### src/rtl/dtem_pkg.sv
// shared types and constants of the dual thermocouple monitor
package dtem_pkg;

	localparam int ADC_W    = 12;
	localparam int GAIN_W   = 20;
	localparam int WEIGHT_W = 17;
	localparam int OFS_W    = 13;
	localparam int TEMP_W   = 16;
	localparam int FILT_W   = 32;
	localparam int FRAC_W   = 16;
	localparam int CFG_IDX_W  = 3;
	localparam int CFG_DATA_W = 20;

	localparam logic [WEIGHT_W-1:0] WEIGHT_ONE = WEIGHT_W'(65536);

	localparam logic signed [FILT_W-1:0] FILT_MAX = {1'b0, {(FILT_W-1){1'b1}}};
	localparam logic signed [FILT_W-1:0] FILT_MIN = {1'b1, {(FILT_W-1){1'b0}}};
	localparam logic signed [TEMP_W-1:0] TEMP_MAX = {1'b0, {(TEMP_W-1){1'b1}}};
	localparam logic signed [TEMP_W-1:0] TEMP_MIN = {1'b1, {(TEMP_W-1){1'b0}}};

	// register indexes
	localparam logic [CFG_IDX_W-1:0] CFG_SCALE_GAIN   = 3'd0;
	localparam logic [CFG_IDX_W-1:0] CFG_EMA_WEIGHT   = 3'd1;
	localparam logic [CFG_IDX_W-1:0] CFG_OFFSET_A     = 3'd2;
	localparam logic [CFG_IDX_W-1:0] CFG_OFFSET_B     = 3'd3;
	localparam logic [CFG_IDX_W-1:0] CFG_FAULT_FLOOR  = 3'd4;
	localparam logic [CFG_IDX_W-1:0] CFG_SPREAD_LIMIT = 3'd5;

	localparam logic [GAIN_W-1:0]   RST_SCALE_GAIN   = GAIN_W'(209715);
	localparam logic [WEIGHT_W-1:0] RST_EMA_WEIGHT   = WEIGHT_W'(9830);
	localparam logic signed [TEMP_W-1:0] RST_FAULT_FLOOR = -16'sd160;
	localparam logic [TEMP_W-1:0]   RST_SPREAD_LIMIT = TEMP_W'(800);

	// stage enables from the sequencer to each lane
	typedef struct packed {
		logic start;
		logic load;
		logic adv2;
		logic adv3;
		logic adv4;
		logic adv5;
	} lane_ctl_t;

endpackage

### src/rtl/dual_thermocouple_ema_monitor.sv
// top level of the dual thermocouple monitor: registers, sequencer, two lanes, merge
//
// channel   signals                                                      direction
// input     in_valid, in_ready, raw_a, raw_b, restart_filter             in
// output    out_valid, out_ready, temp_a, temp_b, average, spread, fault out
// config    cfg_valid, cfg_ready, cfg_index, cfg_data                    in
//
// an accepted word runs five stages per lane (scale multiply, difference,
// weight multiply, filter update, offset and saturation), then the merge
// stage loads the output register; in_ready drops for the five lane stages;
// the result waits in the output register and the next word can already
// enter while it waits
// reset sets registers to their defaults, clears the filters and the primed flag
module dual_thermocouple_ema_monitor (
	input  logic                                clk,
	input  logic                                arst_n,
	input  logic                                in_valid,
	output logic                                in_ready,
	input  logic signed [dtem_pkg::ADC_W-1:0]   raw_a,
	input  logic signed [dtem_pkg::ADC_W-1:0]   raw_b,
	input  logic                                restart_filter,
	output logic                                out_valid,
	input  logic                                out_ready,
	output logic signed [dtem_pkg::TEMP_W-1:0]  temp_a,
	output logic signed [dtem_pkg::TEMP_W-1:0]  temp_b,
	output logic signed [dtem_pkg::TEMP_W-1:0]  average,
	output logic [dtem_pkg::TEMP_W-1:0]         spread,
	output logic                                fault,
	input  logic                                cfg_valid,
	output logic                                cfg_ready,
	input  logic [dtem_pkg::CFG_IDX_W-1:0]      cfg_index,
	input  logic [dtem_pkg::CFG_DATA_W-1:0]     cfg_data
);
	import dtem_pkg::*;

	logic [GAIN_W-1:0]          scale_gain_q;
	logic [WEIGHT_W-1:0]        ema_weight_q;
	logic signed [OFS_W-1:0]    offset_a_q;
	logic signed [OFS_W-1:0]    offset_b_q;
	logic signed [TEMP_W-1:0]   fault_floor_q;
	logic [TEMP_W-1:0]          spread_limit_q;

	logic        primed_q;
	logic        v_s1, v_s2, v_s3, v_s4, v_s5;
	logic        out_valid_q;
	logic        start;
	logic        take;
	lane_ctl_t   ctl;

	logic signed [TEMP_W-1:0] ta, tb;
	logic                     below_a, below_b;

	assign cfg_ready = 1'b1;
	assign in_ready  = !(v_s1 | v_s2 | v_s3 | v_s4 | v_s5);
	assign start     = in_valid & in_ready;
	assign take      = v_s5 & (!out_valid_q | out_ready);
	assign out_valid = out_valid_q;

	assign ctl.start = start;
	assign ctl.load  = restart_filter | !primed_q;
	assign ctl.adv2  = v_s1;
	assign ctl.adv3  = v_s2;
	assign ctl.adv4  = v_s3;
	assign ctl.adv5  = v_s4;

	always_ff @(posedge clk or negedge arst_n) begin
		if (!arst_n) begin
			scale_gain_q   <= RST_SCALE_GAIN;
			ema_weight_q   <= RST_EMA_WEIGHT;
			offset_a_q     <= '0;
			offset_b_q     <= '0;
			fault_floor_q  <= RST_FAULT_FLOOR;
			spread_limit_q <= RST_SPREAD_LIMIT;
		end else if (cfg_valid) begin
			unique case (cfg_index)
				CFG_SCALE_GAIN:   scale_gain_q   <= cfg_data[GAIN_W-1:0];
				CFG_EMA_WEIGHT:   ema_weight_q   <= cfg_data[WEIGHT_W-1:0];
				CFG_OFFSET_A:     offset_a_q     <= cfg_data[OFS_W-1:0];
				CFG_OFFSET_B:     offset_b_q     <= cfg_data[OFS_W-1:0];
				CFG_FAULT_FLOOR:  fault_floor_q  <= cfg_data[TEMP_W-1:0];
				CFG_SPREAD_LIMIT: spread_limit_q <= cfg_data[TEMP_W-1:0];
				default: ;
			endcase
		end
	end

	always_ff @(posedge clk or negedge arst_n) begin
		if (!arst_n) begin
			primed_q    <= 1'b0;
			v_s1        <= 1'b0;
			v_s2        <= 1'b0;
			v_s3        <= 1'b0;
			v_s4        <= 1'b0;
			v_s5        <= 1'b0;
			out_valid_q <= 1'b0;
		end else begin
			if (start) begin
				primed_q <= 1'b1;
			end
			v_s1 <= start;
			v_s2 <= v_s1;
			v_s3 <= v_s2;
			v_s4 <= v_s3;
			// last lane stage holds until the output register is free
			v_s5 <= v_s4 | (v_s5 & !take);
			if (take) begin
				out_valid_q <= 1'b1;
			end else if (out_ready) begin
				out_valid_q <= 1'b0;
			end
		end
	end

	dtem_lane u_lane_a (
		.clk       (clk),
		.arst_n    (arst_n),
		.ctl       (ctl),
		.raw       (raw_a),
		.gain      (scale_gain_q),
		.weight    (ema_weight_q),
		.offset    (offset_a_q),
		.floor_lim (fault_floor_q),
		.temp      (ta),
		.below     (below_a)
	);

	dtem_lane u_lane_b (
		.clk       (clk),
		.arst_n    (arst_n),
		.ctl       (ctl),
		.raw       (raw_b),
		.gain      (scale_gain_q),
		.weight    (ema_weight_q),
		.offset    (offset_b_q),
		.floor_lim (fault_floor_q),
		.temp      (tb),
		.below     (below_b)
	);

	dtem_merge u_merge (
		.clk     (clk),
		.take    (take),
		.ta      (ta),
		.tb      (tb),
		.below_a (below_a),
		.below_b (below_b),
		.limit   (spread_limit_q),
		.temp_a  (temp_a),
		.temp_b  (temp_b),
		.average (average),
		.spread  (spread),
		.fault   (fault)
	);

endmodule

### src/rtl/dtem_lane.sv
// one channel: scaling, exponential moving average filter, offset and saturation
module dtem_lane (
	input  logic                                clk,
	input  logic                                arst_n,
	input  dtem_pkg::lane_ctl_t                 ctl,
	input  logic signed [dtem_pkg::ADC_W-1:0]   raw,
	input  logic [dtem_pkg::GAIN_W-1:0]         gain,
	input  logic [dtem_pkg::WEIGHT_W-1:0]       weight,
	input  logic signed [dtem_pkg::OFS_W-1:0]   offset,
	input  logic signed [dtem_pkg::TEMP_W-1:0]  floor_lim,
	output logic signed [dtem_pkg::TEMP_W-1:0]  temp,
	output logic                                below
);
	import dtem_pkg::*;

	logic signed [ADC_W+GAIN_W:0]       prod_s1;
	logic                               load_s1, load_s2, load_s3;
	logic signed [TEMP_W-1:0]           x_s2, x_s3;
	logic signed [FILT_W:0]             diff_s2;
	logic signed [FILT_W+WEIGHT_W+1:0]  m_s3;
	logic                               below_s3;
	logic signed [FILT_W-1:0]           filter_q;
	logic signed [TEMP_W-1:0]           temp_q;

	logic [WEIGHT_W-1:0]                w_eff;
	logic signed [FILT_W+3:0]           upd_sum;
	logic signed [FILT_W-1:0]           filt_nxt;
	logic signed [TEMP_W:0]             t_sum;

	assign w_eff = (weight > WEIGHT_ONE) ? WEIGHT_ONE : weight;

	// filter plus weighted step, floor of the product shift
	assign upd_sum = (FILT_W+4)'(filter_q) + (FILT_W+4)'(m_s3 >>> FRAC_W);

	always_comb begin
		if (load_s3) begin
			filt_nxt = {x_s3, {FRAC_W{1'b0}}};
		end else if (upd_sum > (FILT_W+4)'(FILT_MAX)) begin
			filt_nxt = FILT_MAX;
		end else if (upd_sum < (FILT_W+4)'(FILT_MIN)) begin
			filt_nxt = FILT_MIN;
		end else begin
			filt_nxt = upd_sum[FILT_W-1:0];
		end
	end

	assign t_sum = (TEMP_W+1)'($signed(filter_q[FILT_W-1:FRAC_W])) + (TEMP_W+1)'(offset);

	always_ff @(posedge clk) begin
		if (ctl.start) begin
			prod_s1 <= raw * $signed({1'b0, gain});
			load_s1 <= ctl.load;
		end
		if (ctl.adv2) begin
			x_s2    <= prod_s1[FRAC_W+TEMP_W-1:FRAC_W];
			diff_s2 <= (FILT_W+1)'($signed({prod_s1[FRAC_W+TEMP_W-1:FRAC_W], {FRAC_W{1'b0}}}))
				- (FILT_W+1)'(filter_q);
			load_s2 <= load_s1;
		end
		if (ctl.adv3) begin
			m_s3     <= diff_s2 * $signed({1'b0, w_eff});
			x_s3     <= x_s2;
			below_s3 <= x_s2 < floor_lim;
			load_s3  <= load_s2;
		end
		if (ctl.adv5) begin
			if (t_sum > (TEMP_W+1)'(TEMP_MAX)) begin
				temp_q <= TEMP_MAX;
			end else if (t_sum < (TEMP_W+1)'(TEMP_MIN)) begin
				temp_q <= TEMP_MIN;
			end else begin
				temp_q <= t_sum[TEMP_W-1:0];
			end
		end
	end

	always_ff @(posedge clk or negedge arst_n) begin
		if (!arst_n) begin
			filter_q <= '0;
		end else if (ctl.adv4) begin
			filter_q <= filt_nxt;
		end
	end

	assign temp  = temp_q;
	assign below = below_s3;

endmodule

### src/rtl/dtem_merge.sv
// combines both lanes into the registered output word
module dtem_merge (
	input  logic                                clk,
	input  logic                                take,
	input  logic signed [dtem_pkg::TEMP_W-1:0]  ta,
	input  logic signed [dtem_pkg::TEMP_W-1:0]  tb,
	input  logic                                below_a,
	input  logic                                below_b,
	input  logic [dtem_pkg::TEMP_W-1:0]         limit,
	output logic signed [dtem_pkg::TEMP_W-1:0]  temp_a,
	output logic signed [dtem_pkg::TEMP_W-1:0]  temp_b,
	output logic signed [dtem_pkg::TEMP_W-1:0]  average,
	output logic [dtem_pkg::TEMP_W-1:0]         spread,
	output logic                                fault
);
	import dtem_pkg::*;

	logic signed [TEMP_W:0] sum;
	logic signed [TEMP_W:0] diff;
	logic [TEMP_W-1:0]      mag;

	assign sum  = (TEMP_W+1)'(ta) + (TEMP_W+1)'(tb);
	assign diff = (TEMP_W+1)'(ta) - (TEMP_W+1)'(tb);
	assign mag  = diff[TEMP_W] ? TEMP_W'(-diff) : diff[TEMP_W-1:0];

	always_ff @(posedge clk) begin
		if (take) begin
			temp_a  <= ta;
			temp_b  <= tb;
			average <= sum[TEMP_W:1];
			spread  <= mag;
			fault   <= below_a | below_b | (mag > limit);
		end
	end

endmodule

### config.mk
export PLATFORM = sky130hd
export DESIGN_NAME = dual_thermocouple_ema_monitor
export DESIGN_NICKNAME = d
export VERILOG_FILES = /design/src/rtl/dtem_pkg.sv /design/src/rtl/dual_thermocouple_ema_monitor.sv /design/src/rtl/dtem_lane.sv /design/src/rtl/dtem_merge.sv
export SDC_FILE = /design/constraint.sdc
export NUM_CORES = 2
export LEC_CHECK = 0
export ABC_AREA = 1
export BUFFER_PORTS_ARGS = -buffer_cell sky130_fd_sc_hd__buf_4
export CAP_MARGIN = 20
export CORE_MARGIN = 3
export CORE_UTILIZATION = 60
export DETAILED_ROUTE_END_ITERATION = 10
export GPL_ROUTABILITY_DRIVEN = 1
export PLACE_DENSITY = 0.76
export SYNTH_ARGS = -nofsm -noshare
export SYNTH_HDL_FRONTEND = slang
export SYNTH_SLANG_ARGS = --single-unit
### constraint.sdc
create_clock -name clk -period 18.4 [get_ports clk]
set_clock_uncertainty 0.15 [all_clocks]
set_input_delay 0.92 -clock clk [delete_from_list [all_inputs] [get_ports clk]]
set_output_delay 0.92 -clock clk [all_outputs]
set_load 0.01 [all_outputs]
### After elaboration in Yosys (flattened, before gate mapping)

Cells that the tools add are included.

| word-level totals | value |
|---|---|
| flip-flop bits (word level) | 564 |
| bits in latches | 0 |
| bits in writable memories | 0 |
| memory bits (read-only) | 0 |
| input port bits | 53 |
| output and inout bits | 68 |
| logic and storage cells | 103 |
| memories kept | 0 |

| cells by class | value |
|---|---|
| add/subtract/negate cells | 9 |
| multipliers | 4 |
| divide/modulo/power cells | 0 |
| $lt $le $gt $ge | 12 |
| equality and inequality tests | 5 |
| shift-type cells | 0 |
| multiplexer cells | 12 |
| bitwise logic cells | 12 |
| reductions and logical operators | 12 |

Operator list:

| kind | count |
|---|---|
| $mux 32 | 6 |
| $mul 33x18->51 | 2 |
| $add 32x35->36 | 2 |
| $gt 36x32->1 const B | 2 |
| $lt 36x32->1 const B | 2 |
| $sub 32x32->33 | 2 |
| $mul 12x21->32 | 2 |
| $mux 16 | 3 |
| $add 16x13->17 | 2 |
| $gt 17x16->1 const B | 2 |
| $lt 17x16->1 const B | 2 |
| $lt 16x16->1 | 2 |
| $add 16x16->17 | 1 |
| $gt 17x17->1 const B | 1 |
| $mux 17 | 1 |
| $sub 16x16->17 | 1 |
| $gt 16x16->1 | 1 |
| $neg 16->16 | 1 |
| $reduce_and 2->1 | 6 |
| $or 1x1->1 | 9 |
| $eq 3x2->1 const B | 2 |
| $eq 3x3->1 const B | 2 |
| $logic_not 1->1 | 4 |
| $and 1x1->1 | 3 |
| other kinds (4) | 5 |

### Logic depth before layout (Yosys ltp)

| depth | value |
|---|---|
| word-level depth | 6 |
| depth in mapped cells | 35 |
| gate-level depth less buffers | 33 |

### Hierarchy

A second synthesis with hierarchy kept.

| unflattened totals | value |
|---|---|
| cells, all modules | 9974 |
| area total of the unflattened synthesis | 82730.6 um^2 |

By module, submodules not included:

| module | instances | cells each | area an instance (um^2) | seq. area each (um^2) |
|---|---|---|---|---|
| dtem_lane (u_lane_b) | 1 | 4513 | 37010.5 | 4884.7 |
| dtem_lane (u_lane_a) | 1 | 4475 | 36985.5 | 4884.7 |
| dtem_merge | 1 | 571 | 4779.6 | 1951.9 |
| dual_thermocouple_ema_monitor | 1 | 415 | 3955.0 | 2590.0 |

### Least setup slack after synthesis

OpenSTA, ideal clock, no wires.

| timing | value |
|---|---|
| path kind | flip-flop to flip-flop |
| start point | register ema_weight_q[8] |
| end point | register u_lane_a.m_s3[44] (data pin) |
| setup time | 259 ps |
| data arrival time | 6441 ps |
| data required time | 17991 ps |
| setup slack | 11550 ps |
| stages on the path, launching flop included | 27 |
| buffers on the path | 2 |
| period minus slack after synthesis | 6850 ps |
| path through | dfrtp_1 inv_2 nand4_1 nor4_1 nand3_1 and2_1 buf_2 nor2_2 inv_2 clkbuf_1 nor2_1 fa_1 fa_1 inv_1 fa_1 fa_1 fa_1 fa_1 inv_1 ha_1 nand2_1 nor2_1 inv_1 nor4_1 nand3_1 nand3_1 xor2_1 |

| between the ends | value |
|---|---|
| cells in the longest elaborated chain, start to end | 3 |

RTL lines:

| item | line | text |
|---|---|---|
| from (decl) | dual_thermocouple_ema_monitor.sv:37 | `logic [WEIGHT_W-1:0] ema_weight_q;` |
| from (signal assigned) | dual_thermocouple_ema_monitor.sv:77 | `CFG_EMA_WEIGHT: ema_weight_q <= cfg_data[WEIGHT_W-1:0];` |
| $gt 17x17->1 | dtem_lane.sv:30 | `assign w_eff = (weight > WEIGHT_ONE) ? WEIGHT_ONE : weight;` |
| $mux 17 (*) | dtem_lane.sv:30 |  |
| $mul 33x18->51 (*) | dtem_lane.sv:61 | `m_s3 <= diff_s2 * $signed({1'b0, w_eff});` |
| to (signal assigned) | dtem_lane.sv:61 |  |
| to (decl) | dtem_lane.sv:20 | `logic signed [FILT_W+WEIGHT_W+1:0] m_s3;` |

Every way passes the cells marked *; elsewhere a longest branch is shown, timed or not.
A chain may end at the register's enable or synchronous reset.

### Worst setup path in the final report

| timing | value |
|---|---|
| start point | register ema_weight_q[16] |
| end point | register u_lane_b.m_s3[50] (data pin) |

| between the ends | value |
|---|---|
| cells in the longest elaborated chain, start to end | 3 |

RTL lines:

| item | line |
|---|---|
| $gt 17x17->1 | dtem_lane.sv:30 |
| $mux 17 (*) | dtem_lane.sv:30 |
| $mul 33x18->51 (*) | dtem_lane.sv:61 |
| to (signal assigned) | dtem_lane.sv:61 |
| to (decl) | dtem_lane.sv:20 |

Marks and branches as above.

==> results.sh <==
export IMPL_clk_pin_slew_ns=0.07
export IMPL_cts_path_max_buffers=3
export IMPL_area_growth_pct=5.29
export IMPL_async_flop_share=0.332
export IMPL_synth_simple_area_share=0.163
export IMPL_hold_depth=0
export IMPL_dr_first_iter_drc_count=6110
export IMPL_hold_class="register to register"
export IMPL_yosys_warnings=0
export IMPL_synth_top_family_by_area="adder cells"
export IMPL_core_um2=134000
export IMPL_fp_dieH_um=375
export IMPL_fin_crit_ns=9.47
export IMPL_synth_compound_area_frac=0.0627
export IMPL_ys_ff_latch=500
export IMPL_synthAdderAreaFrac=0.446
export IMPL_worst_pin_slew_ns=1.06
export IMPL_nets=11700
export IMPL_synth_ff_type="edfxtp_1"
export IMPL_finalSetupViolCount=0
export IMPL_relSlewSlack=0.293
export IMPL_rsz0062_at_grt="false"
export IMPL_dieArea_um2=140000
export IMPL_r2r_cells=24
export IMPL_num_vias=65300
export IMPL_startpoint_type="register"
export IMPL_cp_max_fo=69
export IMPL_seqCellArea_um2=14200
export IMPL_grt_pass1_wl_um=387000
export IMPL_drtAntennaViolNets=0
export IMPL_status="finished clean"
export IMPL_yosys_top_cells_area="fa_1 35%, edfxtp_1 12%, inv_1 10%"
export IMPL_rows=134
export IMPL_viasPerCell=5.69
export IMPL_drt_total_wl_um=244000
export IMPL_die_x_um=375
export IMPL_synth_most_common_cell="inv_1"
export IMPL_dp_cells=11400
export IMPL_dr_pass1_iters=6
export IMPL_utilization=0.639
export IMPL_drc=0
export IMPL_worstSetupEndpointType="register"
export IMPL_multiInputGateArea_um2=57500
export IMPL_port_buffers=119
export IMPL_finalMaxSlewViolations=0
export IMPL_synth_edf_count=334
export IMPL_cts_root_buf="clkbuf_16"
export IMPL_synthDistinctLibCells=65
export IMPL_grt_total_usage=0.356
export IMPL_clock_latency_ns=0.72
export IMPL_ioPinCount=121
export IMPL_path_class="register to register"
export IMPL_fin_crit_sh=0.515
export IMPL_hold_violations=0
export IMPL_synth_xor_area_share=0.0321
export IMPL_max_freq_mhz=106
export IMPL_synth_seq_area_share=0.174
export IMPL_required_ns=18.60
export IMPL_clkSinkCount=500
export IMPL_grt_max_degree=82
export IMPL_drive_above_1_share=0.0401
export IMPL_synth_fp_nets=11800
export IMPL_fill_cells=11400
export IMPL_cts_tree="yes"
export IMPL_crit_arrival_ns=9.67
export IMPL_initial_core_util=0.607
export IMPL_routabilityCongestion=0.971
export IMPL_antenna_found_initial=4
export IMPL_dpl_hpwl_um=196000
export IMPL_yosys_area_top_type_share=0.352
export IMPL_numCtsBuffers=57
export IMPL_synthTopCellsByCount="2255 x inv_1, 2025 x nand2_1, 1432 x fa_1"
export IMPL_wire_per_inst_um=21.3
export IMPL_syn_inst=9728
export IMPL_synth_area_um2=81600
export IMPL_synth_avg_cell_area_um2=8.38
export IMPL_synth_mux_area_frac=0.000276
export IMPL_setup_tns_ns=0
export IMPL_cts_setup_buffers=0
export IMPL_grt_pass1_vias=68600
export IMPL_fin_cells=11500
export IMPL_synth_largest_area_cell="fa_1"
export IMPL_htreeDepth=2
export IMPL_maxCapViolations=0
export IMPL_overflow=0
==> path summary, 6_finish.rpt <==
| path | slack [ns] | to | startpoint |
|---|---|---|---|
| worst max register to register | 8.93 | u_lane_b.m_s3[50]$_DFFE_PP_ | ema_weight_q[16]$_DFFE_PN0P_ |
| min in group asynchronous | 0.56 | u_lane_a.filter_q[29]$_DFFE_PN0P_ | arst_n |
| worst max-delay path | 8.93 | u_lane_b.m_s3[50]$_DFFE_PP_ | ema_weight_q[16]$_DFFE_PN0P_ |
| worst min-delay path | 0.28 | u_lane_a.load_s2$_DFFE_PP_ | u_lane_a.load_s1$_DFFE_PP_ |
| worst min register to register | 0.28 | u_lane_a.load_s2$_DFFE_PP_ | u_lane_a.load_s1$_DFFE_PP_ |
| max in group asynchronous | 15.36 | u_lane_b.filter_q[12]$_DFFE_PN0P_ | arst_n |
==> per-layer routing <==
layer | up-vias | track usage | share of wire
met5 | - | 0 | 0.00017
met4 | 6 | 0.144 | 0.048
met3 | 611 | 0.0843 | 0.11
met2 | 3271 | 0.555 | 0.45
met1 | 32400 | 0.484 | 0.39
li1 | 29000 | - | -
==> area by class of cell <==
cell class / instances / area share
multi-input cells: 6618 / 0.670
well taps: 1768 / 0.0258
clock buffers: 85 / 0.0195
repair buffers: 168 / 0.0152
diodes: 2 / 0.0000583
flip-flops and latches: 500 / 0.166
clock inverters: 23 / 0.00353
inverters: 2299 / 0.101
==> kinds of logic after synthesis <==
| logic type | count (synthesis) |
|---|---|
| AND/OR/NAND/NOR | 3343 |
| buffers and inverters | 2610 |
| adder cells (fa/ha/maj) | 2051 |
| AO/OA/AOI/OAI | 922 |
| flip-flops | 500 |
| XOR/XNOR | 299 |
| multiplexers | 2 |
| other | 1 |
==> repair_timing <==
action / CTS / global route
resized for setup: 0 / 0
endpoints found under the setup margin: 0 / 0
hold buffers: 1 / 0
endpoints found under the hold margin: 11 / 0
==> sequential cells by signal, summed over array words and instances (netlist names), 17 cells and up <==
signal	flops
u_lane_a.m_s3	35
u_lane_b.filter_q	32
u_lane_b.diff_s2	33
ema_weight_q	17
u_lane_a.diff_s2	33
scale_gain_q	20
u_lane_b.m_s3	35
u_lane_a.filter_q	32
==> cell usage in the layout, fill, tap and decap left out, types with 6 or more instances in the layout <==
cell type	instances
nor3b_1	6
edfxtp_1	334
clkinv_2	8
o21a_1	25
xnor2_1	98
nand2_1	2023
o21ai_0	314
o211ai_1	14
xor2_1	201
o21bai_1	26
o21ai_1	13
a21oi_1	406
clkbuf_16	63
inv_2	17
nor3_1	39
a21o_1	15
buf_4	164
ha_1	619
clkbuf_1	19
dfstp_2	30
dfrtp_1	133
and3_1	6
fa_1	1432
nor2_1	960
clkinv_1	25
a31oi_1	39
o31ai_1	8
nor3_2	9
o21ai_2	12
nand2_2	20
nor4_1	26
nand3_1	178
a21boi_0	12
inv_1	2254
nor2_4	9
nand4_1	34
==> through the flow <==
stage | setup WS, ns | area, um^2 | hold slack [ns]
floorplan | 11.55 | 81600 | 0.202
global placement | 9.37 | 83800 | 0.253
detailed placement | 9.24 | 83800 | 0.265
CTS | 9.12 | 85800 | 0.246
global route | 8.64 | 85900 | 0.260
finish | 8.93 | 85900 | 0.280
==> worst max-delay path, cell delays in order (launching register included) <==
cell,delay (ns)
dfrtp_2,0.34
buf_4,0.76
and2_1,0.83
inv_1,0.22
nand2_1,0.47
inv_2,0.30
buf_4,0.44
nand2_1,0.20
fa_1,0.43
inv_1,0.09
fa_1,0.44
fa_1,0.61
fa_1,0.45
fa_1,0.54
inv_1,0.06
fa_1,0.48
inv_1,0.07
ha_1,0.36
nand2_1,0.20
o21ai_0,0.70
a21oi_1,0.21
o21ai_0,0.36
a221oi_1,0.14
nand2_1,0.15
xor2_1,0.08
Power is left out: the tool's default activity adds up to more than one toggle a clock period on the data nets, which glitch-free logic cannot reach.
